**src/rtl/bfr_pkg.sv**
```systemverilog
// Shared types, constants and status codes for the fragment reassembler.
// Used by every module of the block except bfr_ram; depends on nothing else.
package bfr_pkg;

  // Message storage geometry.
  localparam int MAX_MESSAGE_BYTES = 1024;
  localparam int MSG_AW            = $clog2(MAX_MESSAGE_BYTES);
  localparam int STORE_DEPTH       = 2 * MAX_MESSAGE_BYTES;
  localparam int STORE_AW          = $clog2(STORE_DEPTH);

  // Field widths.
  localparam int LEN_W  = 11;
  localparam int CNT_W  = 11;
  localparam int BYTE_W = 8;
  localparam int STAT_W = 4;
  localparam int RADR_W = 10;

  // Packet header layout.
  localparam int FIRST_HEADER = 6;
  localparam int CONT_HEADER  = 3;
  localparam logic [BYTE_W-1:0] FLAGS_NONE = 8'h00;
  localparam logic [CNT_W-1:0]  COUNT_MAX  = 11'd2047;
  localparam logic [LEN_W-1:0]  MAX_LEN_RESET = 11'd1024;

  // Result queue depth between front and back.
  localparam int QUEUE_DEPTH = 4;
  localparam int QUEUE_AW    = $clog2(QUEUE_DEPTH);

  // Item kinds.
  localparam logic KIND_PACKET = 1'b0;
  localparam logic KIND_READ   = 1'b1;

  // Packet status codes.
  localparam logic [STAT_W-1:0] ST_INCOMPLETE    = 4'd0;
  localparam logic [STAT_W-1:0] ST_COMPLETE      = 4'd1;
  localparam logic [STAT_W-1:0] ST_SHORT         = 4'd2;
  localparam logic [STAT_W-1:0] ST_FLAGS         = 4'd3;
  localparam logic [STAT_W-1:0] ST_LENGTH        = 4'd4;
  localparam logic [STAT_W-1:0] ST_FIRST_OVERRUN = 4'd5;
  localparam logic [STAT_W-1:0] ST_IDLE          = 4'd6;
  localparam logic [STAT_W-1:0] ST_ID            = 4'd7;
  localparam logic [STAT_W-1:0] ST_OFFSET        = 4'd8;
  localparam logic [STAT_W-1:0] ST_EMPTY         = 4'd9;
  localparam logic [STAT_W-1:0] ST_OVERRUN       = 4'd10;

  // One input item.
  typedef struct packed {
    logic              kind;
    logic [BYTE_W-1:0] data_byte;
    logic              end_of_packet;
    logic [RADR_W-1:0] read_address;
  } in_item_t;

  // One result item.
  typedef struct packed {
    logic              result_kind;
    logic [STAT_W-1:0] status;
    logic [LEN_W-1:0]  message_length;
    logic [BYTE_W-1:0] read_data;
  } out_item_t;

  // Memory access issued by the front part.
  typedef struct packed {
    logic                we;
    logic [STORE_AW-1:0] waddr;
    logic [BYTE_W-1:0]   wdata;
    logic                re;
    logic [STORE_AW-1:0] raddr;
  } ram_req_t;

endpackage

```
**src/rtl/bfr_queue.sv**
```systemverilog
// Short result queue that decouples the front part from the output stage.
// Depends on bfr_pkg.
module bfr_queue (
  input  logic                clk,
  input  logic                rst,
  input  logic                push,
  input  bfr_pkg::out_item_t  push_item,
  input  logic                pop,
  output logic                not_empty,
  output bfr_pkg::out_item_t  head,
  output logic [bfr_pkg::QUEUE_AW:0] level
);
  import bfr_pkg::*;

  out_item_t             entries [QUEUE_DEPTH];
  logic [QUEUE_AW-1:0]   wr_ptr;
  logic [QUEUE_AW-1:0]   rd_ptr;
  logic [QUEUE_AW:0]     count;

  assign not_empty = (count != '0);
  assign head      = entries[rd_ptr];
  assign level     = count;

  // Entry storage.
  always_ff @(posedge clk) begin
    if (push) begin
      entries[wr_ptr] <= push_item;
    end
  end

  // Pointers and fill level.
  always_ff @(posedge clk) begin
    if (rst) begin
      wr_ptr <= '0;
      rd_ptr <= '0;
      count  <= '0;
    end else begin
      if (push) begin
        wr_ptr <= wr_ptr + 1'b1;
      end
      if (pop) begin
        rd_ptr <= rd_ptr + 1'b1;
      end
      case ({push, pop})
        2'b10:   count <= count + 1'b1;
        2'b01:   count <= count - 1'b1;
        default: count <= count;
      endcase
    end
  end

endmodule

```
**config.mk**
```make
export PLATFORM = sky130hd
export DESIGN_NAME = bfr_queue
export DESIGN_NICKNAME = d
export VERILOG_FILES = /design/src/rtl/bfr_pkg.sv /design/src/rtl/bfr_queue.sv
export SDC_FILE = /design/constraint.sdc
export NUM_CORES = 1
export LEC_CHECK = 0
export BUFFER_PORTS_ARGS = -buffer_cell sky130_fd_sc_hd__buf_4
export CAP_MARGIN = 25
export CORE_MARGIN = 4
export CORE_UTILIZATION = 39
export CTS_BUF_LIST = sky130_fd_sc_hd__clkbuf_4 sky130_fd_sc_hd__clkbuf_8 sky130_fd_sc_hd__clkbuf_16
export DETAILED_ROUTE_END_ITERATION = 12
export GPL_ROUTABILITY_DRIVEN = 0
export PLACE_DENSITY = 0.55
export RECOVER_POWER = 100
export SYNTH_ARGS = -nofsm -noshare
export SYNTH_HDL_FRONTEND = slang
export SYNTH_SLANG_ARGS = --single-unit
```
**constraint.sdc**
```tcl
create_clock -name clk -period 1.78 [get_ports clk]
set_input_delay 0.267 -clock clk [delete_from_list [all_inputs] [get_ports clk]]
set_output_delay 0.267 -clock clk [all_outputs]
set_load 0.02 [all_outputs]
```
==> run metrics <==
Final Cycle Share=105%; sequential area share after synthesis=between 70 and 80%; Area Overhead vs Synth=20.2%; RSZ-0062 raised after global routing=yes; number of antenna violations at the first check in global routing=0; capture point of the worst path=head[14]; max-slew violations=0; total CTS buffers=9; Area contributors post-synth=edfxtp_1 73%, mux4_2 11%, dfxtp_1 4.6%, mux4_1 2.7%, ha_1 1.6%; CTS Buffer Depth=2; Netlist Area Pre-Place=0.00392 mm²; reg2reg start=wr_ptr[0]$_SDFFE_PP0P_; first-pass GRT wire length=~10000 µm; post-route ant nets=0; post-synthesis compound-gate area fraction=0.255%; critical path, cell by cell=clkbuf_16 > mux4_2 > buf_6; post-synth top area cell=edfxtp_1; Initial Util=40.1%; FF+latch count, synth=105; worst r2r path cells=4; final hold vios=0; Critical Path RT=1.51 ns; Die Ht=108 µm; Final #Nets=270; Leak=1.55 nW; status=complete, but fails checks; drt drc=0; Peak VDD IR=452 µV; relative slew slack=47.7%; Max Cap Viol=0; drt total wl=6600 µm; library cells used by synthesis=20; # setup viols final=24; Largest stage delay, worst path=0.51 ns; failing checks=setup timing; Clock transition at path regs=0.09 ns; width of the chip=108 µm; worst path bufs/invs=2; total power=4.99 mW; cts hold-fix bufs=0; CP arrival=1.61 ns; H-tree levels=3; # IOs=56; syn avg cell area=about 23 µm²; clock sinks=105; Setup WS post-layout=-0.0948 ns; floorplan core area=0.00977 mm²; largest net degree at the start of global routing=25; Critical-path top delay cell=mux4_2; worst flop-to-flop path endpoint=entries[0][8]$_DFFE_PP_; Layout Cells excl Fill=374; Power per Cell Area=1060 mW/mm²; # rows=36; mux cell area share after synthesis=14.7%; Stages on worst setup path=3; GRT overflow=0; root buffer cell=clkbuf_8; vias in the first global route=approximately 1.9k; Hold WC Path Type=primary input to register; CP Max Fanout=5; Crit. End Element=output pin; Setup crit start kind=register; share of cells above drive strength 1=31.5%; share of the synthesized area in the top cell type=73.5%; Net Count, Synth=202; largest family of logic cells by synthesized area=multiplexers; antenna cells=0; Slew @ Worst Pin=0.784 ns; Top delay family on crit path=multiplexers; HPWL after DPL=3970 µm; worst skew pair latency=0.34 ns; CTS tree=done; simple-gate area share of the yosys netlist=1.72%; 1st-iter DRT viols=between 60 and 70; Worst Hold Depth=2; Synth Area in XOR/XNOR=roughly 1.1%; adder-cell area share of the yosys netlist=between 2 and 2.5%; Synth warnings=0; post-layout min period=1.87 ns; Fillers=between 800 and 900; PortBufs=55; dpl cells=356; Setup Crit Path Kind=register to output pin; drt via density=4.74; R2R setup slack=0.07 ns; Setup Skew=0.00811 ns; Syn Inst Count=168; Via Count=1771; Total Routing Usage GR=12.1%; Initial DRT Pass Iterations=4; WL/cell=17.7 µm; DIE AREA=0.0117 mm²; Peak Freq=0.533 GHz
==> state kept, by name (all words and copies together) (netlist names), named ones only <==
name	cells
wr_ptr	2
level	3
rd_ptr	2
entries	96
==> stage by stage <==
step	setup slack, ns	utilization, %	hold slack (ns)	cell area [µm²]	setup TNS [ns]
2_1_floorplan	0.245	-	0.366	3920	0
5_1_grt	-0.176	48.2	0.130	4710	-3.92
3_5_place_dp	0.0596	46.7	0.471	4560	0
3_3_place_gp	0.108	46.7	0.471	4560	0
4_1_cts	-0.161	49.8	0.0895	4870	-2.69
6_report	-0.0948	48.2	0.144	4710	-1.87
==> power breakdown <==
| group | total, mW | internal, mW | switching, mW |
|---|---|---|---|
| registers | 2.87 | 2.82 | 0.0493 |
| logic | 0.767 | 0.379 | 0.388 |
| clock network | 1.35 | 0.602 | 0.749 |
==> area by class of cell <==
| class | instances | area [µm²] | share of cell area, % |
|---|---|---|---|
| tap | 133 | 166 | 3.53 |
| sequential | 105 | 3070 | 65.1 |
| timing repair buffer | 64 | 519 | 11.0 |
| clock buffer | 12 | 159 | 3.37 |
| clock inverter | 4 | 26.3 | 0.557 |
| inverter | 3 | 11.3 | 0.239 |
| multi-input combinational | 53 | 764 | 16.2 |
==> worst register-to-register path, delay by kind of cell (launching register included) <==
kind,cells,cell delay (ns)
DFF,1,0.41
and+or+nand+nor,1,0.14
adders and majority gates,1,0.19
buffers and inverters,2,0.55
==> how the worst min path moves through the flow <==
stage,to,start
6_report,level[0]$_SDFFE_PP0P_,rst
5_1_grt,level[1]$_SDFFE_PP0P_,rst
4_1_cts,entries[3][5]$_DFFE_PP_,push_item[5]
3_5_place_dp,entries[1][6]$_DFFE_PP_,push_item[6]
3_3_place_gp,entries[0][6]$_DFFE_PP_,push_item[6]
2_1_floorplan,entries[0][0]$_DFFE_PP_,push_item[0]
==> kinds of logic (layout without fill, tap and decap cells) <==
kind of cell | Yosys count | after routing
flip-flops | 105 | 105
multiplexers | 26 | 26
AND/OR/NAND/NOR | 14 | 14
buffers and inverters | 10 | 83
adder cells (fa/ha/maj) | 6 | 6
XOR/XNOR | 5 | 5
AO/OA/AOI/OAI | 2 | 2
==> repair_timing <==
action                                  in CTS  in global routing
endpoints found under the setup margin      24                 24
gates resized for setup                     27                  3
endpoints found under the hold margin        0                  0
cloned                                       1                  1
setup buffers                                1                  0
==> placed cells by master, fill, tap and decap left out, types with 2 or more instances in the layout <==
master / netlist / routed
or3_1: 2 / 2
and2_1: 4 / 3
ha_1: 5 / 5
clkbuf_2: 0 / 4
mux2i_1: 2 / 2
xnor2_1: 3 / 3
buf_6: 1 / 24
nor2_1: 7 / 7
clkbuf_8: 0 / 11
buf_4: 0 / 2
edfxtp_1: 96 / 96
clkbuf_1: 2 / 29
dfxtp_1: 9 / 8
mux4_2: 20 / 24
clkinv_2: 0 / 2
inv_1: 3 / 3
buf_12: 2 / 4
xor2_1: 2 / 2
==> Yosys cell counts <==
cell type	n
a21oi_1	1
buf_12	2
o21ai_0	1
fa_1	1
clkbuf_1	2
nor2_1	7
buf_6	1
dfxtp_1	9
xnor2_1	3
mux4_1	4
inv_1	3
mux4_2	20
or3_1	2
nand2_1	1
and2_1	4
buf_2	2
ha_1	5
edfxtp_1	96
xor2_1	2
mux2i_1	2
==> routing by layer <==
layer / routed length (µm) / vias to the layer above / track usage [%]
met1: 2850 / 908 / 15.5
li1: - / 816 / -
met5: 0 / - / 0
met2: 3370 / 39 / 19.6
met3: 305 / 8 / 2.99
met4: 77 / 0 / 5.41
(Power assumes the default switching activity.)
