[src/rtl/bfr_pkg.sv]
// Shared types, constants and status codes for the fragment reassembler.
// Used by every module of the block except bfr_ram; depends on nothing else.
package bfr_pkg;

  // Message storage geometry.
  localparam int MAX_MESSAGE_BYTES = 1024;
  localparam int MSG_AW            = $clog2(MAX_MESSAGE_BYTES);
  localparam int STORE_DEPTH       = 2 * MAX_MESSAGE_BYTES;
  localparam int STORE_AW          = $clog2(STORE_DEPTH);

  // Field widths.
  localparam int LEN_W  = 11;
  localparam int CNT_W  = 11;
  localparam int BYTE_W = 8;
  localparam int STAT_W = 4;
  localparam int RADR_W = 10;

  // Packet header layout.
  localparam int FIRST_HEADER = 6;
  localparam int CONT_HEADER  = 3;
  localparam logic [BYTE_W-1:0] FLAGS_NONE = 8'h00;
  localparam logic [CNT_W-1:0]  COUNT_MAX  = 11'd2047;
  localparam logic [LEN_W-1:0]  MAX_LEN_RESET = 11'd1024;

  // Result queue depth between front and back.
  localparam int QUEUE_DEPTH = 4;
  localparam int QUEUE_AW    = $clog2(QUEUE_DEPTH);

  // Item kinds.
  localparam logic KIND_PACKET = 1'b0;
  localparam logic KIND_READ   = 1'b1;

  // Packet status codes.
  localparam logic [STAT_W-1:0] ST_INCOMPLETE    = 4'd0;
  localparam logic [STAT_W-1:0] ST_COMPLETE      = 4'd1;
  localparam logic [STAT_W-1:0] ST_SHORT         = 4'd2;
  localparam logic [STAT_W-1:0] ST_FLAGS         = 4'd3;
  localparam logic [STAT_W-1:0] ST_LENGTH        = 4'd4;
  localparam logic [STAT_W-1:0] ST_FIRST_OVERRUN = 4'd5;
  localparam logic [STAT_W-1:0] ST_IDLE          = 4'd6;
  localparam logic [STAT_W-1:0] ST_ID            = 4'd7;
  localparam logic [STAT_W-1:0] ST_OFFSET        = 4'd8;
  localparam logic [STAT_W-1:0] ST_EMPTY         = 4'd9;
  localparam logic [STAT_W-1:0] ST_OVERRUN       = 4'd10;

  // One input item.
  typedef struct packed {
    logic              kind;
    logic [BYTE_W-1:0] data_byte;
    logic              end_of_packet;
    logic [RADR_W-1:0] read_address;
  } in_item_t;

  // One result item.
  typedef struct packed {
    logic              result_kind;
    logic [STAT_W-1:0] status;
    logic [LEN_W-1:0]  message_length;
    logic [BYTE_W-1:0] read_data;
  } out_item_t;

  // Memory access issued by the front part.
  typedef struct packed {
    logic                we;
    logic [STORE_AW-1:0] waddr;
    logic [BYTE_W-1:0]   wdata;
    logic                re;
    logic [STORE_AW-1:0] raddr;
  } ram_req_t;

endpackage

[src/rtl/bfr_front.sv]
// Front part: accepts items, captures headers, tracks the message in flight,
// issues store writes and reads, and forms one result per reporting item.
// Depends on bfr_pkg.
module bfr_front (
  input  logic                   clk,
  input  logic                   rst,
  input  logic                   accept,
  input  bfr_pkg::in_item_t      item,
  input  logic                   cfg_we,
  input  logic [bfr_pkg::LEN_W-1:0] cfg_data,
  input  logic [bfr_pkg::BYTE_W-1:0] ram_rdata,
  output bfr_pkg::ram_req_t      ram_req,
  output logic                   pending,
  output logic                   push,
  output bfr_pkg::out_item_t     push_item
);
  import bfr_pkg::*;

  // Architectural state.
  logic [LEN_W-1:0]  max_len;
  logic              in_flight;
  logic [LEN_W-1:0]  expected_length;
  logic [BYTE_W-1:0] message_tag;
  logic [LEN_W-1:0]  received_count;
  logic [CNT_W-1:0]  pkt_cnt;
  logic [BYTE_W-1:0] hdr [FIRST_HEADER];
  logic              active_bank;
  logic [LEN_W-1:0]  completed_length;

  logic              in_flight_next;
  logic [LEN_W-1:0]  expected_length_next;
  logic [BYTE_W-1:0] message_tag_next;
  logic [LEN_W-1:0]  received_count_next;
  logic [CNT_W-1:0]  pkt_cnt_next;
  logic              active_bank_next;
  logic [LEN_W-1:0]  completed_length_next;

  // Result held in registers while the store read completes.
  logic              s1_valid;
  logic              s1_kind;
  logic [STAT_W-1:0] s1_status;
  logic [LEN_W-1:0]  s1_len;
  logic              s1_zero;

  logic              is_pkt;
  logic              is_read;
  logic [BYTE_W-1:0] hdr_new [FIRST_HEADER];
  logic [15:0]       offset;
  logic [15:0]       hlen;
  logic              len_ok;
  logic              first_ok;
  logic              cont_match;
  logic [CNT_W-1:0]  first_pos;
  logic [CNT_W-1:0]  cont_rel;
  logic [12:0]       cont_pos;
  logic [CNT_W-1:0]  size;
  logic [CNT_W-1:0]  payload_first;
  logic [CNT_W-1:0]  payload_cont;
  logic [12:0]       cont_total;
  logic [STAT_W-1:0] status;
  logic [LEN_W-1:0]  len_out;
  logic              read_bank;

  assign is_pkt  = accept && (item.kind == KIND_PACKET);
  assign is_read = accept && (item.kind == KIND_READ);

  // Header view including the byte arriving now.
  always_comb begin
    for (int k = 0; k < FIRST_HEADER; k++) begin
      hdr_new[k] = (is_pkt && pkt_cnt == CNT_W'(k)) ? item.data_byte : hdr[k];
    end
  end

  assign offset = {hdr_new[1], hdr_new[0]};
  assign hlen   = {hdr_new[4], hdr_new[3]};
  assign len_ok = (hlen != 16'd0) && (hlen <= {5'd0, max_len})
                  && (hlen <= 16'(MAX_MESSAGE_BYTES));
  assign first_ok = (offset == 16'd0) && (hdr_new[5] == FLAGS_NONE) && len_ok;
  assign cont_match = in_flight && (offset != 16'd0) && (hdr_new[2] == message_tag)
                      && (offset == {5'd0, received_count});

  // Store write positions for both fragment types.
  assign first_pos = pkt_cnt - CNT_W'(FIRST_HEADER);
  assign cont_rel  = pkt_cnt - CNT_W'(CONT_HEADER);
  assign cont_pos  = {2'd0, received_count} + {2'd0, cont_rel};

  // Saturating packet size after this byte.
  assign size = (pkt_cnt == COUNT_MAX) ? pkt_cnt : pkt_cnt + 1'b1;
  assign payload_first = size - CNT_W'(FIRST_HEADER);
  assign payload_cont  = size - CNT_W'(CONT_HEADER);
  assign cont_total    = {2'd0, received_count} + {2'd0, payload_cont};

  assign read_bank = in_flight ? ~active_bank : active_bank;

  // Store access: one write for a payload byte or one read for a read item.
  always_comb begin
    ram_req = '0;
    ram_req.wdata = item.data_byte;
    if (is_pkt && pkt_cnt >= CNT_W'(FIRST_HEADER) && first_ok
        && {5'd0, first_pos} < hlen) begin
      ram_req.we    = 1'b1;
      ram_req.waddr = {~active_bank, first_pos[MSG_AW-1:0]};
    end else if (is_pkt && pkt_cnt >= CNT_W'(CONT_HEADER) && cont_match
                 && cont_pos < {2'd0, expected_length}
                 && cont_pos < 13'(MAX_MESSAGE_BYTES)) begin
      ram_req.we    = 1'b1;
      ram_req.waddr = {active_bank, cont_pos[MSG_AW-1:0]};
    end
    ram_req.re    = is_read;
    ram_req.raddr = {read_bank, item.read_address[MSG_AW-1:0]};
  end

  // Packet state update and end-of-packet classification.
  always_comb begin
    in_flight_next        = in_flight;
    expected_length_next  = expected_length;
    message_tag_next      = message_tag;
    received_count_next   = received_count;
    active_bank_next      = active_bank;
    completed_length_next = completed_length;
    pkt_cnt_next          = pkt_cnt;
    status                = ST_INCOMPLETE;
    len_out               = '0;
    if (is_pkt) begin
      pkt_cnt_next = size;
      // A valid first header while in flight drops the completed message.
      if (pkt_cnt == CNT_W'(FIRST_HEADER - 1) && in_flight && first_ok) begin
        completed_length_next = '0;
      end
      if (item.end_of_packet) begin
        pkt_cnt_next = '0;
        if (size < CNT_W'(CONT_HEADER)) begin
          status = ST_SHORT;
        end else if (offset == 16'd0) begin
          if (size < CNT_W'(FIRST_HEADER)) begin
            status = ST_SHORT;
          end else if (hdr_new[5] != FLAGS_NONE) begin
            status = ST_FLAGS;
          end else if (!len_ok) begin
            status = ST_LENGTH;
          end else if ({5'd0, payload_first} > hlen) begin
            status = ST_FIRST_OVERRUN;
          end else begin
            if (in_flight) begin
              completed_length_next = '0;
            end
            message_tag_next     = hdr_new[2];
            expected_length_next = hlen[LEN_W-1:0];
            received_count_next  = payload_first;
            active_bank_next     = ~active_bank;
            if ({5'd0, payload_first} == hlen) begin
              in_flight_next        = 1'b0;
              completed_length_next = hlen[LEN_W-1:0];
              len_out               = hlen[LEN_W-1:0];
              status                = ST_COMPLETE;
            end else begin
              in_flight_next = 1'b1;
              status         = ST_INCOMPLETE;
            end
          end
        end else if (!in_flight) begin
          status = ST_IDLE;
        end else if (hdr_new[2] != message_tag) begin
          status           = ST_ID;
          in_flight_next   = 1'b0;
          active_bank_next = ~active_bank;
        end else if (offset != {5'd0, received_count}) begin
          status           = ST_OFFSET;
          in_flight_next   = 1'b0;
          active_bank_next = ~active_bank;
        end else if (payload_cont == '0) begin
          status           = ST_EMPTY;
          in_flight_next   = 1'b0;
          active_bank_next = ~active_bank;
        end else if (cont_total > {2'd0, expected_length}) begin
          status           = ST_OVERRUN;
          in_flight_next   = 1'b0;
          active_bank_next = ~active_bank;
        end else begin
          received_count_next = cont_total[LEN_W-1:0];
          if (cont_total == {2'd0, expected_length}) begin
            in_flight_next        = 1'b0;
            completed_length_next = expected_length;
            len_out               = expected_length;
            status                = ST_COMPLETE;
          end else begin
            status = ST_INCOMPLETE;
          end
        end
      end
    end
  end

  // State registers.
  always_ff @(posedge clk) begin
    if (rst) begin
      max_len          <= MAX_LEN_RESET;
      in_flight        <= 1'b0;
      expected_length  <= '0;
      message_tag      <= '0;
      received_count   <= '0;
      pkt_cnt          <= '0;
      active_bank      <= 1'b0;
      completed_length <= '0;
      for (int k = 0; k < FIRST_HEADER; k++) begin
        hdr[k] <= '0;
      end
    end else begin
      if (cfg_we) begin
        max_len <= cfg_data;
      end
      in_flight        <= in_flight_next;
      expected_length  <= expected_length_next;
      message_tag      <= message_tag_next;
      received_count   <= received_count_next;
      pkt_cnt          <= pkt_cnt_next;
      active_bank      <= active_bank_next;
      completed_length <= completed_length_next;
      for (int k = 0; k < FIRST_HEADER; k++) begin
        hdr[k] <= hdr_new[k];
      end
    end
  end

  // Result stage waiting on the store read.
  always_ff @(posedge clk) begin
    if (rst) begin
      s1_valid <= 1'b0;
    end else begin
      s1_valid <= is_read || (is_pkt && item.end_of_packet);
    end
  end

  always_ff @(posedge clk) begin
    s1_kind   <= item.kind;
    s1_status <= status;
    s1_len    <= len_out;
    s1_zero   <= !({1'b0, item.read_address} < completed_length);
  end

  assign pending = s1_valid;
  assign push    = s1_valid;

  // Merge the read data into the result.
  always_comb begin
    push_item.result_kind = s1_kind;
    if (s1_kind == KIND_READ) begin
      push_item.status         = '0;
      push_item.message_length = '0;
      push_item.read_data      = s1_zero ? '0 : ram_rdata;
    end else begin
      push_item.status         = s1_status;
      push_item.message_length = s1_len;
      push_item.read_data      = '0;
    end
  end

endmodule

[config.mk]
export PLATFORM = sky130hd
export DESIGN_NAME = bfr_front
export DESIGN_NICKNAME = d
export VERILOG_FILES = /design/src/rtl/bfr_pkg.sv /design/src/rtl/bfr_front.sv
export SDC_FILE = /design/constraint.sdc
export NUM_CORES = 1
export LEC_CHECK = 0
export ABC_AREA = 1
export BUFFER_PORTS_ARGS = -buffer_cell sky130_fd_sc_hd__buf_2
export CORE_AREA = 2 2 163 165
export DETAILED_ROUTE_END_ITERATION = 16
export DIE_AREA = 0 0 165 167
export PLACE_DENSITY_LB_ADDON = 0.15
export REMOVE_ABC_BUFFERS = 1
export SYNTH_ARGS = -nofsm -noshare
export SYNTH_HDL_FRONTEND = slang
export SYNTH_SLANG_ARGS = --single-unit
[constraint.sdc]
create_clock -name clk -period 5.3 [get_ports clk]
set_input_delay 0.265 -clock clk [delete_from_list [all_inputs] [get_ports clk]]
set_output_delay 0.265 -clock clk [all_outputs]
set_load 0.005 [all_outputs]
==> flow_metrics.tcl <==
set metrics [dict create \
    outcome "complete, no violations" \
    yosysMostFrequentCell "nand2_1" \
    vias_per_cell 5.156 \
    final_nets 1893 \
    clock-sinks 131 \
    cts_tree "done" \
    fin_crit_sh_pct 93.61 \
    clk_path_buf_depth 2 \
    hold_viol_final 0 \
    layout.area.seq_um2 2631 \
    p_leak_nw 6.042 \
    crit_chain "inv_2 -> ha_1 -> a21oi_2 -> nand2_1 -> nor3_4 -> xor2_1 -> ha_1 -> nand2_1 -> nor3_1 -> nand2_1 -> o211ai_1 -> a21o_1 -> a21oi_1 -> xnor2_1 -> ha_1 -> a2111oi_2 -> o211a_1 -> nand3_1 -> nor3_4 -> buf_12 -> nand3_1 -> o21ai_0 -> buf_2" \
    io_pins 101 \
    ys_ff_latch 131 \
    syn-cell-area_um2 10640 \
    ir_worst_vdd_mv 0.1623 \
    dr.pass1.iters 8 \
    grt_max_degree 45 \
    yosysWarnings 0 \
    hpwl_um 27340 \
    cp-start-kind "flop" \
    rows 59 \
    htreeDepth 4 \
    final_util_pct 47.23 \
    synth.largest_area_cell "dfxtp_1" \
    synth-edff-count 0 \
    antenna_cells 0 \
    syn_area_per_cell_um2 6.407 \
    synthTopCellsByCount "nand2_1 (371), inv_1 (243), nor2_1 (204)" \
    ant_nets 0 \
    ys_seq_area_share_pct 24.64 \
    tightest_slew_ps 958.0 \
    finalPower_w 0.002482 \
    max_cap_viol_count 0 \
    initial_core_util_pct 41.30 \
    io_buffers 100 \
    crit_path_end_kind "output pin" \
    dieWidth_um 165 \
    grt_overflow_total 0 \
    r2r_setup_slack_ps 430 \
    setup_viol 0 \
    place_congestion 0.9595 \
    critPathKind "flop to output pin" \
    numCtsBuffers 17 \
    hold_buffers 0 \
    antenna_found_initial 1 \
    clk_latency_ps 430 \
    drv_slew 0 \
    routed_wl_um 34300 \
    area_growth_pct 14.34 \
    async_flop_share_pct 0 \
    multi_input_area_um2 6658 \
    synth_cells 1661 \
    drive_above_1_share_pct 14.65 \
    fillCellCount 2662 \
    grt_pass1_wl_um 53320 \
    crit_arrival_ps 4700 \
    fp.coreArea_um2 25760 \
    hold_ws_ps 55.11 \
    fin_worst_skew_ps 9.246 \
    post-place-cells 2069 \
    slowest_delay_ps 410 \
    fin_crit_ps 4962 \
    grt_pass1_vias 10050 \
    p_per_area_nw_per_um2 204.0 \
    grt_use_total_pct 25.11 \
    synth.top_cell.area_share_pct 24.64 \
    synthTopCellsByArea "dfxtp_1 (25%), nand2_1 (13%), ha_1 (11%)" \
    drt-initial-drc-count 825 \
    crit_fanout 10 \
    cts-root-buf "clkbuf_16" \
    routed-via-count 10840 \
    tns_ps 0 \
    synth_flop_cell "dfxtp_1" \
    die_h_um 167 \
    yosysUniqueCellTypes 53 \
    drc 0 \
    min_path_type "input port to flop" \
    required_ps 5040 \
    slowest_stage "dfxtp_4" \
    max-slew-margin-rel_pct 35.90 \
    dieArea_um2 27560 \
    max_freq_mhz 201.6 \
    clk_pin_slew_worst_paths_ps 60 \
    wl_per_cell_um 16.31 \
    fin_cells 2103 \
]
## per-layer routing
| metal | up-vias | GRT usage, % | wire length, um |
|---|---|---|---|
| met5 | - | 0 | 0 |
| met4 | 0 | 9.036 | 1182 |
| met3 | 72 | 4.483 | 2102 |
| met2 | 349 | 41.09 | 15690 |
| met1 | 4903 | 32.94 | 15330 |
| li1 | 5519 | - | - |
## layout by cell type (no fill, tap or decap), types with 9 or more instances in the layout
cell type  netlist  routed
nand2_2          7       9
dfxtp_1        131     128
ha_1            92      90
nor2_1         204     200
a21oi_1        134     130
buf_2           11     100
nand2_1        371     369
xor2_1          39      38
nor2_2           9      12
clkbuf_16        0      17
inv_1          243     243
nand4_1         56      56
nor3_1          12      10
o21ai_1         16      17
o21ai_2          9       9
buf_4           28      51
nand3_1        109     109
o21ai_0         68      67
## worst paths after layout
| kind | start | to | cells past startpoint |
|---|---|---|---|
| max | pkt_cnt[2] | ram_req[26] | 23 |
| min | item[19] | s1_kind | 1 |
| max reg2reg | pkt_cnt[1] | received_count[6] | 35 |
| min reg2reg | completed_length[10] | s1_zero | 1 |
## cell type report
| type | count | share of cell area [%] |
|---|---|---|
| inverters | 254 | 7.866 |
| clock buffers | 17 | 3.496 |
| flip-flops and latches | 131 | 21.62 |
| clock inverters | 14 | 1.265 |
| multi-input cells | 1199 | 54.71 |
| repair buffers | 153 | 7.589 |
| well taps | 335 | 3.445 |
## sequential cells by signal, summed over array words and instances, names as in the netlist
register / flops
active_bank: 1
completed_length: 11
expected_length: 11
hdr: 48
in_flight: 1
max_len: 11
message_tag: 8
pending: 1
pkt_cnt: 11
received_count: 11
s1_kind: 1
s1_len: 11
s1_status: 4
s1_zero: 1
## through the flow
| stage | cell area (um2) | setup WS (ps) |
|---|---|---|
| floorplan | 10140 | 304.0 |
| global placement | 11450 | 202.5 |
| detailed placement | 11450 | 184.0 |
| CTS | 12060 | 82.45 |
| global route | 12170 | -35.73 |
| finish | 12170 | 338.5 |
## critical path: cells and delay by family, from the launching register on
| family | cells | cell delay [ps] |
|---|---|---|
| buffers and inverters | 3 | 390 |
| adder cells (fa/ha/maj) | 3 | 710 |
| AO/OA/AOI/OAI | 7 | 1320 |
| flip-flops | 1 | 410 |
| AND/OR/NAND/NOR | 8 | 1060 |
| XOR/XNOR | 2 | 360 |
## logic make-up after synthesis
| logic type | share of synthesized area [%] |
|---|---|
| flip-flops | 24.64 |
| adder cells (fa/ha/maj) | 11.19 |
| XOR/XNOR | 3.951 |
| multiplexers | 0.09407 |
| AND/OR/NAND/NOR | 32.55 |
| AO/OA/AOI/OAI | 13.93 |
| buffers and inverters | 13.64 |
## what timing repair did
item,4_1_cts,5_1_grt
buffers inserted,2,1
setup endpoints to repair,12,48
resized for setup,2,27
pin swaps,1,3
## report_power, final
part	total [W]	internal (W)	switching (W)
registers	0.00100	0.000996	0.00000601
clock network	0.00120	0.000697	0.000502
logic	0.000281	0.0000951	0.000186
No activity file was read; power rests on OpenSTA's default activity.
