## config.mk

```make
export PLATFORM = sky130hd
export DESIGN_NAME = bfr_back
export DESIGN_NICKNAME = d
export VERILOG_FILES = /design/src/rtl/bfr_pkg.sv /design/src/rtl/bfr_back.sv
export SDC_FILE = /design/constraint.sdc
export NUM_CORES = 1
export LEC_CHECK = 0
export BUFFER_PORTS_ARGS = -buffer_cell sky130_fd_sc_hd__buf_2
export CORE_ASPECT_RATIO = 1.5
export CORE_MARGIN = 3
export CORE_UTILIZATION = 34
export CTS_CLUSTER_SIZE = 10
export DETAILED_ROUTE_END_ITERATION = 12
export MAX_ROUTING_LAYER = met4
export PLACE_DENSITY = 0.78
export SYNTH_ARGS = -nofsm -noshare
export SYNTH_HDL_FRONTEND = slang
export SYNTH_SLANG_ARGS = --single-unit
export TNS_END_PERCENT = 5
```

## constraint.sdc

```tcl
create_clock -name clk -period 2 [get_ports clk]
set_clock_uncertainty 0.1 [all_clocks]
set_input_delay 0.4 -clock clk [delete_from_list [all_inputs] [get_ports clk]]
set_output_delay 0.4 -clock clk [all_outputs]
set_load 0.1 [all_outputs]
```

## src/rtl/bfr_pkg.sv

```systemverilog
// Shared types, constants and status codes for the fragment reassembler.
// Used by every module of the block except bfr_ram; depends on nothing else.
package bfr_pkg;

  // Message storage geometry.
  localparam int MAX_MESSAGE_BYTES = 1024;
  localparam int MSG_AW            = $clog2(MAX_MESSAGE_BYTES);
  localparam int STORE_DEPTH       = 2 * MAX_MESSAGE_BYTES;
  localparam int STORE_AW          = $clog2(STORE_DEPTH);

  // Field widths.
  localparam int LEN_W  = 11;
  localparam int CNT_W  = 11;
  localparam int BYTE_W = 8;
  localparam int STAT_W = 4;
  localparam int RADR_W = 10;

  // Packet header layout.
  localparam int FIRST_HEADER = 6;
  localparam int CONT_HEADER  = 3;
  localparam logic [BYTE_W-1:0] FLAGS_NONE = 8'h00;
  localparam logic [CNT_W-1:0]  COUNT_MAX  = 11'd2047;
  localparam logic [LEN_W-1:0]  MAX_LEN_RESET = 11'd1024;

  // Result queue depth between front and back.
  localparam int QUEUE_DEPTH = 4;
  localparam int QUEUE_AW    = $clog2(QUEUE_DEPTH);

  // Item kinds.
  localparam logic KIND_PACKET = 1'b0;
  localparam logic KIND_READ   = 1'b1;

  // Packet status codes.
  localparam logic [STAT_W-1:0] ST_INCOMPLETE    = 4'd0;
  localparam logic [STAT_W-1:0] ST_COMPLETE      = 4'd1;
  localparam logic [STAT_W-1:0] ST_SHORT         = 4'd2;
  localparam logic [STAT_W-1:0] ST_FLAGS         = 4'd3;
  localparam logic [STAT_W-1:0] ST_LENGTH        = 4'd4;
  localparam logic [STAT_W-1:0] ST_FIRST_OVERRUN = 4'd5;
  localparam logic [STAT_W-1:0] ST_IDLE          = 4'd6;
  localparam logic [STAT_W-1:0] ST_ID            = 4'd7;
  localparam logic [STAT_W-1:0] ST_OFFSET        = 4'd8;
  localparam logic [STAT_W-1:0] ST_EMPTY         = 4'd9;
  localparam logic [STAT_W-1:0] ST_OVERRUN       = 4'd10;

  // One input item.
  typedef struct packed {
    logic              kind;
    logic [BYTE_W-1:0] data_byte;
    logic              end_of_packet;
    logic [RADR_W-1:0] read_address;
  } in_item_t;

  // One result item.
  typedef struct packed {
    logic              result_kind;
    logic [STAT_W-1:0] status;
    logic [LEN_W-1:0]  message_length;
    logic [BYTE_W-1:0] read_data;
  } out_item_t;

  // Memory access issued by the front part.
  typedef struct packed {
    logic                we;
    logic [STORE_AW-1:0] waddr;
    logic [BYTE_W-1:0]   wdata;
    logic                re;
    logic [STORE_AW-1:0] raddr;
  } ram_req_t;

endpackage

```

## src/rtl/bfr_back.sv

```systemverilog
// Back part: output register that presents results and holds them under stall.
// Depends on bfr_pkg.
module bfr_back (
  input  logic               clk,
  input  logic               rst,
  input  logic               q_not_empty,
  input  bfr_pkg::out_item_t q_head,
  output logic               q_pop,
  output logic               result_valid,
  input  logic               result_stall,
  output bfr_pkg::out_item_t result
);
  import bfr_pkg::*;

  logic load;

  // Refill when the register is empty or its transaction completes now.
  assign load  = !result_valid || !result_stall;
  assign q_pop = load && q_not_empty;

  always_ff @(posedge clk) begin
    if (rst) begin
      result_valid <= 1'b0;
    end else if (load) begin
      result_valid <= q_not_empty;
    end
  end

  always_ff @(posedge clk) begin
    if (q_pop) begin
      result <= q_head;
    end
  end

endmodule

```

==> results.md, run 1 <==
- The run finished with clean final reports.
- The number of warning messages in the yosys log is 0.
- After detailed routing, the average wire length per cell comes to roughly 14 µm.
- The netlist uses 5 different library cells.
- In the final timing run, aggregate negative setup slack is 0 ns.
- The final number of max-transition violations came to 0.
- The standard cell core area is between 2000 and 2500 µm².
- The met3 capacity usage during global routing is 0.02535.
- The post-synthesis area per instance is between 20 and 30 µm².
- The biggest area contributor in the post-synthesis netlist is sky130_fd_sc_hd__edfxtp_1.
- The slowest stage cell on the critical path is sky130_fd_sc_hd__buf_2.
- At the pin with the least slew margin, the transition time is approximately 0.50 ns.
- Summed over all cells, the static leakage comes to about 0.49 nW.
- The endpoint class of the critical path is an output port.
- The total global-route track usage is 0.1170.
- The power density over the cells is roughly 1000 nW/µm².
- The final layout contains routed wiring with a total length of 1534 µm.
- In the routed design, unresolved DRC markers number 0.
- At the placement stage, the worst setup path has a slack of 0.4968 ns.
- The met2 usage in global routing is 0.1637.
- The first global-routing pass estimated 2235 µm of wire.
- The arrival time of data at the critical path endpoint is 1.12 ns.
- The final antenna diode count is 0.
- The signal on the critical path passes through buf_2.
- The post-route worst setup slack is 0.3814 ns.
- The starting DRC count in detailed routing is 3.
- The global routing met1 resource utilization is 0.1486.
- Setup repair after global routing left no endpoint under its margin.
- The share of the Yosys chip area taken by registers is 0.9785.
- The share of synthesized area in the top cell type comes to 0.9521.
- The via count of the first global-routing pass is 497.
- In this design, the stage delay of the slowest critical-path cell is 0.43 ns.
- The minimum period implied by the final worst setup slack is roughly 1.6 ns.
- The final route contains 493 vias.
- In this run the vertical extent of the chip is 63.79 µm.
- The max-capacitance violation count is 0.
- The number of buffers added to fix hold violations after cts is 0.
- Compared with the post-synthesis result, the final layout area differs by 47.27%.
- The number of detailed-routing iterations run before antenna repair is 3.
- The clock tree root buffer cell is sky130_fd_sc_hd__clkbuf_4.
- The total clock buffers created by CTS is 3.
- The number of nets handed over by synthesis was 56.
- The total count of hold-check failures in the final report is 0.
- The initial antenna violation count came to 0.
- The cell count after synthesis is 28.
- The final weighted congestion in routability-driven placement is 0.7057.
- The post-CTS clock slew at the launch and capture registers of the worst setup and hold paths is ~0.13 ns.
- The final-stage net count is 115.
- The initial utilization of the core area, before any placement, comes to 0.3645.
- The setup-violating endpoint count in the final report is 0.
- The type of the tightest min-delay check is in -> reg.
- The cell area after synthesis is 757.0 µm².
- Summed over all layers, the global routing overflow is 0.
- The die width is between 40 and 50 µm.
- The sum of buffers and inverters on the critical path is 1.
- During I/O placement, the number of pins put on the boundary was 54.
- In this run the number of H-tree levels came out at 1.
- Counting flops and latches in the post-synthesis netlist gives 25.
- In this design, the largest share of critical-path delay is due to buffers and inverters.
- The most used routing layer is met2.
- The post-route clock period utilization is 0.8093.
- The final antenna-violating net count is 0.
- The worst-case clock buffer depth is 2.
- The worst ir drop on vdd is 619.2 µV.
- The critical path startpoint category is a flop.
- Yosys attributes the largest share of cell area to sky130_fd_sc_hd__edfxtp_1, sky130_fd_sc_hd__dfxtp_1, sky130_fd_sc_hd__a21boi_1.
- The data required time at the worst endpoint is 1.50 ns.
- TritonCTS built the clock tree.
- The insertion delay to the later sink of the worst-skew pair is 0.30 ns.
- Along the worst path, the maximum fanout reaches 1.
- In the final layout, the share of cells above drive strength 1 is 0.6977.
- The post-cts resize count is 0.
- The buffer count from post-CTS setup fixing is 0.
- The number of core rows is 20.
- The worst setup path category is reg -> out.
- Entering global routing, the biggest net connects 22 pins.
- The worst relative slew slack is 0.6694.
- The total number of clock tree sinks is 25.
- The floorplan step defined a die boundary enclosing between 2000 and 3000 µm².
- The count of buffers added on input and output ports is 53.
- The top achievable clock speed is 617.8 MHz.
- The routed via count divided by cell count is 4.565.
cells by family (layout without fill, tap and decap cells):
kind of cell,count (synthesis),after routing,share of synthesized area
AO/OA/AOI/OAI,2,2,0.01653
buffers and inverters,0,58,0
flip-flops,25,25,0.9785
AND/OR/NAND/NOR,1,1,0.004954
layout by cell type (no fill, tap or decap), drive strengths merged:
cell type / Yosys / final
a21boi: 1 / 1
a21oi: 1 / 1
buf: 0 / 54
clkbuf: 0 / 3
clkinv: 0 / 1
dfxtp: 1 / 1
edfxtp: 24 / 24
nor2: 1 / 1
area by class of cell:
cell class                      count  area (µm²)
Clock inverter                      1       5.005
Fill cell                         182       962.2
Tap cell                           22       27.53
Sequential cell                    25       744.5
Multi-Input combinational cell      3       27.53
Clock buffer                        3       22.52
Timing Repair Buffer               54       287.8
registers in the layout, indices dropped and copies added, names as in the netlist:
register,count
result,24
result_valid,1
per-stage QoR:
| stage | std cells | area (µm²) | power [W] | utilization | hold WS, ns |
|---|---|---|---|---|---|
| 2_1_floorplan | 28 | 772.0 | 0.0008679 | - | 0.3627 |
| 3_3_place_gp | 104 | 1087 | 0.0009301 | 0.5235 | 0.4129 |
| 3_5_place_dp | 104 | 1087 | 0.0009331 | 0.5235 | 0.4110 |
| 4_1_cts | 108 | 1115 | 0.001143 | 0.5367 | 0.1166 |
| 5_1_grt | 108 | 1115 | 0.001175 | 0.5367 | 0.1147 |
| 6_report | 108 | 1115 | 0.001127 | 0.5367 | 0.1326 |
path summary, 6_finish.rpt:
kind                startpoint           end  slack (ns)  cells after the start
hold / removal             rst  result_valid        0.13                      2
hold reg to reg   result_valid  result_valid        0.43                      2
setup reg to reg  result_valid    result[15]        0.67                      2
setup / recovery    result[19]    result[19]        0.38                      1
cells in the mapped netlist:
master                     count
sky130_fd_sc_hd__a21boi_1      1
sky130_fd_sc_hd__edfxtp_1     24
sky130_fd_sc_hd__dfxtp_1       1
sky130_fd_sc_hd__a21oi_1       1
sky130_fd_sc_hd__nor2_1        1
report_power, final:
part           internal (W)  switching (W)
clock             0.0000745       0.000134
combinational     0.0000464       0.000255
sequential         0.000609     0.00000856
total              0.000730       0.000397
metal layers:
metal,vias to the layer above,share of wire
met5,-,0
li1,227,-
met1,210,0.42
met3,2,0.16
met2,54,0.41
met4,0,0.012
Power figures use the tool's default switching activity.
==> inputs of run 2 (changes only) <==
ABC_AREA = 1   (was unset)
CORE_UTILIZATION = 35   (was 34)
PLACE_DENSITY = 0.77   (was 0.78)
clock period = 1.6 ns   (was 2 ns; I/O delays follow)
==> run 2 against run 1 <==
Net effect: total power grew 25%; routed wire length shrank 2.1%; flip-flop and latch count is the same; synthesized cell count grew 3.6%; cell area grew 1.5%; via count shrank 2.2%; clock power grew 21%; non-clock buffer count is the same; sequential power grew 25%; cell count grew 0.93%; sequential share of layout area shrank 0.96 points; synthesized area grew 0.66%.
==> results.md, run 2 <==
- The total number of H-tree levels is 1 (unchanged).
- The count of buffers from port buffering came to 53 (unchanged).
- The portion of synthesized cell area occupied by the leading cell type is 0.9458 (was 0.9521).
- The critical path startpoint category is a flop (unchanged).
- The cell count after synthesis was 29 (was 28).
- The largest fanout of any net on the critical path is 3 (was 1).
- The final number of max-transition violations was 0 (unchanged).
- The worst ir drop on vdd is 757.9 µV (was 619.2 µV).
- The number of warning messages in the yosys log is 0 (unchanged).
- The signed area change from the synthesized netlist to the final layout came to 48.44% (was 47.27%).
- The clock share of power is 0.179 (was 0.185).
- The data required time at the worst endpoint came to 1.18 ns (was 1.50 ns).
- The via count of the first global-routing pass is 520 (was 497).
- Biggest regs: result: 24 flops, result_valid: 1 flops (unchanged).
- The setup slack of the most critical reg-to-reg path is 0.41 ns (was 0.67 ns).
- The sequential share of the synthesized area is 0.9721 (was 0.9785).
- The die width is 44.10 µm (was 44.53 µm).
- The worst setup path category is reg -> out (unchanged).
- The count of distinct cell types in the synthesized netlist is 6 (was 5).
- The total internal power came to 0.0009194 W (was 0.0007297 W).
- The design area is 1131 µm² (was 1115 µm²).
- The flip-flop and latch count after synthesis is 25 (unchanged).
- The maximum number of pins on one net before global-route repair is 24 (was 22).
- The most area-hungry cell type in the Yosys netlist is sky130_fd_sc_hd__edfxtp_1 (unchanged).
- The floorplan die area is 2784 µm² (was 2840 µm²).
- The relative contribution of combinational cells to total power is 0.273 (was 0.267).
- Based on the critical path, the design can be clocked at up to approximately 650 MHz.
- The TritonCTS clock tree is yes (unchanged).
- The net switching component of the power came to 0.0004868 W (was 0.0003969 W).
- The transition time at the pin with the least slew margin came to 0.4981 ns (was 0.4994 ns).
- The overall power consumption is 0.001406 W (was 0.001127 W).
- The standard cell core area is 2052 µm² (was 2077 µm²).
- Subtracting the final worst setup slack from the clock period gives 1.528 ns.
- The leading register cell type out of synthesis was sky130_fd_sc_hd__edfxtp_1 (unchanged).
- The number of cells on the worst reg-to-reg path is 2 (unchanged).
- The reg-to-reg endpoint is result[19] (was result[15]).
- The cell with the most instances after synthesis is sky130_fd_sc_hd__edfxtp_1 (unchanged).
- The arrival time of data at the critical path endpoint came to 1.11 ns (was 1.12 ns).
- The post-route non-filler standard cell count is 109 (was 108).
- The net count of the mapped netlist came to 57 (was 56).
- The cell area after synthesis was 762.0 µm² (was 757.0 µm²).
- Status: complete, no violations (unchanged).
- Of the available clock period, the critical path in the final layout requires 0.9547.
- The final weighted congestion in routability-driven placement is 0.7472 (was 0.7057).
- The clock tree root buffer cell is sky130_fd_sc_hd__clkbuf_4 (unchanged).
- The worst relative slew slack came to 0.6702 (was 0.6694).
- The number of flip-flops in the largest register is 24 (unchanged).
- The insertion delay to the later sink of the worst-skew pair was 0.29 ns (was 0.30 ns).
- The instance count after placement with tap cells included is 105 (was 104).
- The global-route wire length before repair is 2256 µm (was 2235 µm).
- The accumulated negative setup slack is 0 ns (unchanged).
- The max-capacitance violation count came to 0 (unchanged).
- The number of primary I/O pins was 54 (unchanged).
- The final-stage net count is 116 (was 115).
- The post-cts resize count came to 0 (unchanged).
- The number of detailed-routing iterations run before antenna repair is 2 (was 3).
- The post-synthesis async set-or-reset flop share was 0 (unchanged).
- The leakage power of the design is 0.4914 nW (was 0.4904 nW).
- The total global-route track usage is 0.1157 (was 0.1170).
- The type of the tightest min-delay check is in -> reg (unchanged).
- The post-CTS clock slew at the launch and capture registers of the worst setup and hold paths was 0.11 ns (was 0.13 ns).
- The height of the chip was 63.15 µm (was 63.79 µm).
- The aggregate routed wire length was 1502 µm (was 1534 µm).
- The setup-violating endpoint count in the final report was 0 (unchanged).
- The total count of hold-check failures in the final report was 0 (unchanged).
- The number of fillers in the final layout is 169 (was 182).
- The residual overflow from global routing came to 0 (unchanged).
- The number of enable-type register cells in the synthesized netlist is 24 (unchanged).
- Most used cells in the layout excluding fill and tap cells: sky130_fd_sc_hd__buf_2, sky130_fd_sc_hd__edfxtp_1, sky130_fd_sc_hd__clkbuf_4 (unchanged).
- The area of placed instances came to 1105 µm² (was 1087 µm²).
- The startpoint of the lowest-slack register-to-register path is result_valid (unchanged).
- The start point of the critical path is result_valid (was result[19]).
- The average wire length per cell after detail routing came to 13.78 µm (was 14.20 µm).
- Cell types with the largest area share after synthesis: sky130_fd_sc_hd__edfxtp_1, sky130_fd_sc_hd__dfxtp_1, sky130_fd_sc_hd__a21oi_2 (was sky130_fd_sc_hd__edfxtp_1, sky130_fd_sc_hd__dfxtp_1, sky130_fd_sc_hd__a21boi_1).
- The post-synthesis area per instance was 26.28 µm² (was 27.03 µm²).
- The total clock buffers created by CTS is 3 (unchanged).
- The power density over the cells is 1243 nW/µm² (was 1011 nW/µm²).
- The routed via count divided by cell count is 4.422 (was 4.565).
- The fraction of layout cells with a size suffix above 1 is 0.6897 (was 0.6977).
- The end point of the critical path is q_pop (was result[19]).
- The final antenna diode count is 0 (unchanged).
- The number of buffers added to fix hold violations after cts was 0 (unchanged).
- Unrepaired setup endpoints after global routing: false (unchanged).
- The final design utilization is 0.5512 (was 0.5367).
- The final antenna-violating net count came to 0 (unchanged).
- The via count is 482 (was 493).
- The initial antenna violation count is 0 (unchanged).
- The register name with the most flops is result (unchanged).
- The worst-case clock buffer depth is 2 (unchanged).
- The buffer count from post-CTS setup fixing was 0 (unchanged).
- The sequential group share of total power is 0.548 (about the same).
- The number of core rows came to 20 (unchanged).
- The most frequent standard cell in the layout excluding fill and tap cells is sky130_fd_sc_hd__buf_2 (unchanged).
- The starting DRC count in detailed routing is 7 (was 3).
- The starting utilization of the core area is 0.3713 (was 0.3645).
- The fraction of power spent switching nets came to 0.3462 (was 0.3523).
- The final routed DRC violation total came to 0 (unchanged).
- The endpoint class of the critical path is an output port (unchanged).
- The total number of clock tree sinks was 25 (unchanged).
run 2: changes by cell type in the layout (fill, tap and decap cells not counted), sizes merged:
cell    change
clkinv      -1
a21oi       +1
a21boi      -1
nor2        -1
inv         +1
nand2       +1
clkbuf      +1
run 2: layer usage:
metal	GRT usage	routed length (µm)
met1	0.1418	590
met5	-	0
met3	0.04286	293
met2	0.1661	606
met4	0.05660	12
run 2: cell families after synthesis:
logic type,after synthesis,synth area share
AO/OA/AOI/OAI,2,0.01806
buffers and inverters,1,0.004921
flip-flops,25,0.9721
AND/OR/NAND/NOR,1,0.004921
run 2: power groups by stage:
stage	sequential, W	combinational, W	clock, W
after floorplan	0.00106	0.0000292	0
after global placement	0.000785	0.000383	0
after detailed placement	0.000786	0.000387	0
after CTS	0.000772	0.000386	0.000268
after global routing	0.000775	0.000395	0.000294
final	0.000771	0.000383	0.000252
run 2: stage by stage:
| step | hold WS [ns] | setup slack (ns) |
|---|---|---|
| after floorplan | 0.2733 | -0.3179 |
| after global placement | 0.3707 | 0.2986 |
| after detailed placement | 0.3785 | 0.2872 |
| after CTS | 0.04832 | 0.05037 |
| after global routing | 0.04860 | 0.02111 |
| final | 0.06212 | 0.07247 |
run 2: worst max-delay path, stage by stage, from the launching register on:
cell	delay, ns
sky130_fd_sc_hd__dfxtp_4	0.37
sky130_fd_sc_hd__a21oi_4	0.23
sky130_fd_sc_hd__buf_12	0.21
run 2: worst min-delay path by stage:
stage | startpoint | cells past startpoint | end
after floorplan | rst | 1 | result_valid
after global placement | rst | 2 | result_valid
after detailed placement | rst | 2 | result_valid
after CTS | rst | 2 | result_valid
after global routing | rst | 2 | result_valid
final | rst | 2 | result_valid
run 2: layout make-up:
class                           instances  area [µm²]  share of cell area
Inverter                                1       3.754            0.003319
Tap cell                               22       27.53             0.02434
Clock buffer                            4       26.28             0.02323
Multi-Input combinational cell          3       28.78             0.02544
Timing Repair Buffer                   54       300.3              0.2655
Sequential cell                        25       744.5              0.6582
==> inputs of run 3 (changes only) <==
ABC_AREA = unset   (was 1)
==> run 3 against run 2 <==
Net effect: cell count is the same; critical path depth shrank 1; combinational power fell by 1%; first-iteration DRC count shrank 43%; sequential power barely moved; non-clock buffer count increased by 1; die area down 0.58%; cell area down 0.88%; utilization is 0.49 points lower; global-route usage rose by 0.43 points; largest cell class unchanged; routed wire length shrank 1.5%; largest power group unchanged.
==> results.md, run 3 (synthesized netlist as in run 1, its figures left out) <==
- The data required time at the worst endpoint is 1.18 ns (about the same).
- The post-route clock period utilization came to 0.9600 (was 0.9547).
- The overall power consumption is 0.001417 W (was 0.001406 W).
- The routed via count divided by cell count came to 4.422 (unchanged).
- The final-stage net count is 116 (unchanged).
- The residual overflow from global routing is 0 (unchanged).
- The number of fillers in the final layout was 181 (was 169).
- The average wire length per cell after detail routing is 13.57 µm (was 13.78 µm).
- The post-CTS clock slew at the launch and capture registers of the worst setup and hold paths is 0.13 ns (was 0.11 ns).
- The clock tree root buffer cell is sky130_fd_sc_hd__clkbuf_4 (unchanged).
- The final number of max-transition violations is 0 (unchanged).
- The startpoint of the tightest hold check path is rst (unchanged).
- The aggregate routed wire length is 1479 µm (was 1502 µm).
- The fraction of layout cells with a size suffix above 1 is 0.6897 (unchanged).
- The setup-violating endpoint count in the final report is 0 (unchanged).
- The standard cell core area was 2052 µm² (unchanged).
- The number of core rows came to 20 (unchanged).
- The critical path startpoint category is a flop (unchanged).
- The total count of hold-check failures in the final report came to 0 (unchanged).
- Status: complete, no violations (unchanged).
- The number of buffers added to fix hold violations after cts was 0 (unchanged).
- The type of the tightest min-delay check was in -> reg (unchanged).
- The total global-route track usage is 0.1200 (was 0.1157).
- The transition time at the pin with the least slew margin is 0.4940 ns (was 0.4981 ns).
- The startpoint of the lowest-slack register-to-register path is result_valid (unchanged).
- The largest fanout of any net on the critical path is 3 (unchanged).
- The insertion delay to the later sink of the worst-skew pair is 0.30 ns (was 0.29 ns).
- Biggest regs: result: 24 flops, result_valid: 1 flops (unchanged).
- The final routed DRC violation total is 0 (unchanged).
- The maximum number of pins on one net before global-route repair is 17 (was 24).
- The max-capacitance violation count came to 0 (unchanged).
- The slowest stage cell on the critical path was sky130_fd_sc_hd__buf_2 (was sky130_fd_sc_hd__dfxtp_4).
- The worst ir drop on vdd is 837.6 µV (was 757.9 µV).
- The arrival time of data at the critical path endpoint was 1.12 ns (was 1.11 ns).
- The start point of the critical path is result_valid (unchanged).
- The design area is 1121 µm² (was 1131 µm²).
- The register name with the most flops is result (unchanged).
- The post-cts resize count is 0 (unchanged).
- The delay of the slowest cell on the worst path is 0.42 ns (was 0.37 ns).
- The count of buffers from port buffering is 53 (unchanged).
- The sum of buffers and inverters on the critical path is 1 (unchanged).
- The area of placed instances is 1095 µm² (was 1105 µm²).
- The final antenna diode count is 0 (unchanged).
- The leakage power of the design was 0.4926 nW (was 0.4914 nW).
- The number of flip-flops in the largest register is 24 (unchanged).
- The die width was 43.97 µm (was 44.10 µm).
- The global-route wire length before repair came to 2304 µm (was 2256 µm).
- The post-route worst setup slack is 0.06407 ns (was 0.07247 ns).
- The worst-case clock buffer depth is 2 (unchanged).
- Unrepaired setup endpoints after global routing: false (unchanged).
- The floorplan die area is 2768 µm² (was 2784 µm²).
- The final antenna-violating net count is 0 (unchanged).
- The setup slack of the most critical reg-to-reg path was 0.35 ns (was 0.41 ns).
- The number of detailed-routing iterations run before antenna repair is 2 (unchanged).
- The cell family with the largest share of critical-path delay is buffers and inverters (was flip-flops).
- The minimum period implied by the final worst setup slack came to 1.536 ns (was 1.528 ns).
- The initial antenna violation count came to 0 (unchanged).
- The worst setup timing slack at the placement stage is 0.2638 ns (was 0.2872 ns).
- The starting utilization of the core area is 0.3689 (was 0.3713).
- The starting DRC count in detailed routing is 4 (was 7).
- Crit-path cells: buf_2 (was a21oi_4 > buf_12).
- The buffer count from post-CTS setup fixing is 0 (unchanged).
- The endpoint class of the critical path is an output port (unchanged).
- The final weighted congestion in routability-driven placement is 0.6698 (was 0.7472).
- The power density over the cells is 1264 nW/µm² (was 1243 nW/µm²).
- The height of the chip is 62.96 µm (was 63.15 µm).
- The worst relative slew slack was 0.6729 (was 0.6702).
- The most frequent standard cell in the layout excluding fill and tap cells is sky130_fd_sc_hd__buf_2 (unchanged).
- The signed area change from the synthesized netlist to the final layout came to 48.10% (was 48.44%).
- The final design utilization is 0.5463 (was 0.5512).
- The worst setup path category is reg -> out (unchanged).
- The total clock buffers created by CTS is 3 (unchanged).
- The total number of H-tree levels is 1 (unchanged).
- The total number of clock tree sinks came to 25 (unchanged).
- The via count of the first global-routing pass came to 514 (was 520).
- Most used cells in the layout excluding fill and tap cells: sky130_fd_sc_hd__buf_2, sky130_fd_sc_hd__edfxtp_1, sky130_fd_sc_hd__clkbuf_4 (unchanged).
- The via count came to 482 (unchanged).
- The number of primary I/O pins came to 54 (unchanged).
- The TritonCTS clock tree is yes (unchanged).
- The top achievable clock speed came to 651.1 MHz (was 654.7 MHz).
[run 3: final cells by class]
class	instances	area, µm²	area share
clock buffer	4	26.28	0.02344
tap	22	27.53	0.02455
sequential	25	744.5	0.6641
timing repair buffer	55	295.3	0.2634
multi-input combinational	3	27.53	0.02455
[run 3: where the power goes]
group	switching (W)	internal, W	leakage [nW]
Clock	0.000170	0.0000971	0.0150
Sequential	0.00000982	0.000761	0.241
Combinational	0.000319	0.0000601	0.236
[run 3: path summary, 6_finish.rpt]
kind	to	cells after the start
worst max-delay path	result_valid	1
worst min-delay path	result_valid	2
worst max register to register	result[4]	2
worst min register to register	result_valid	2
[run 3: metal layers]
layer  vias up  global-route usage  part of all wire  wire length (µm)
li1        229                   -                 -                 -
met5         -                   -                 0                 0
met3         2             0.02882              0.14               212
met1       204              0.1511              0.40               594
met2        47              0.1734              0.45               661
met4         0             0.06792            0.0068                10
[run 3: per-stage QoR]
step	instances	hold WS (ns)	setup TNS (ns)
floorplan	28	0.2827	-8.034
global placement	105	0.3667	0
detailed placement	105	0.3764	0
CTS	109	0.03873	0
global route	109	0.03084	0
finish	109	0.04743	0
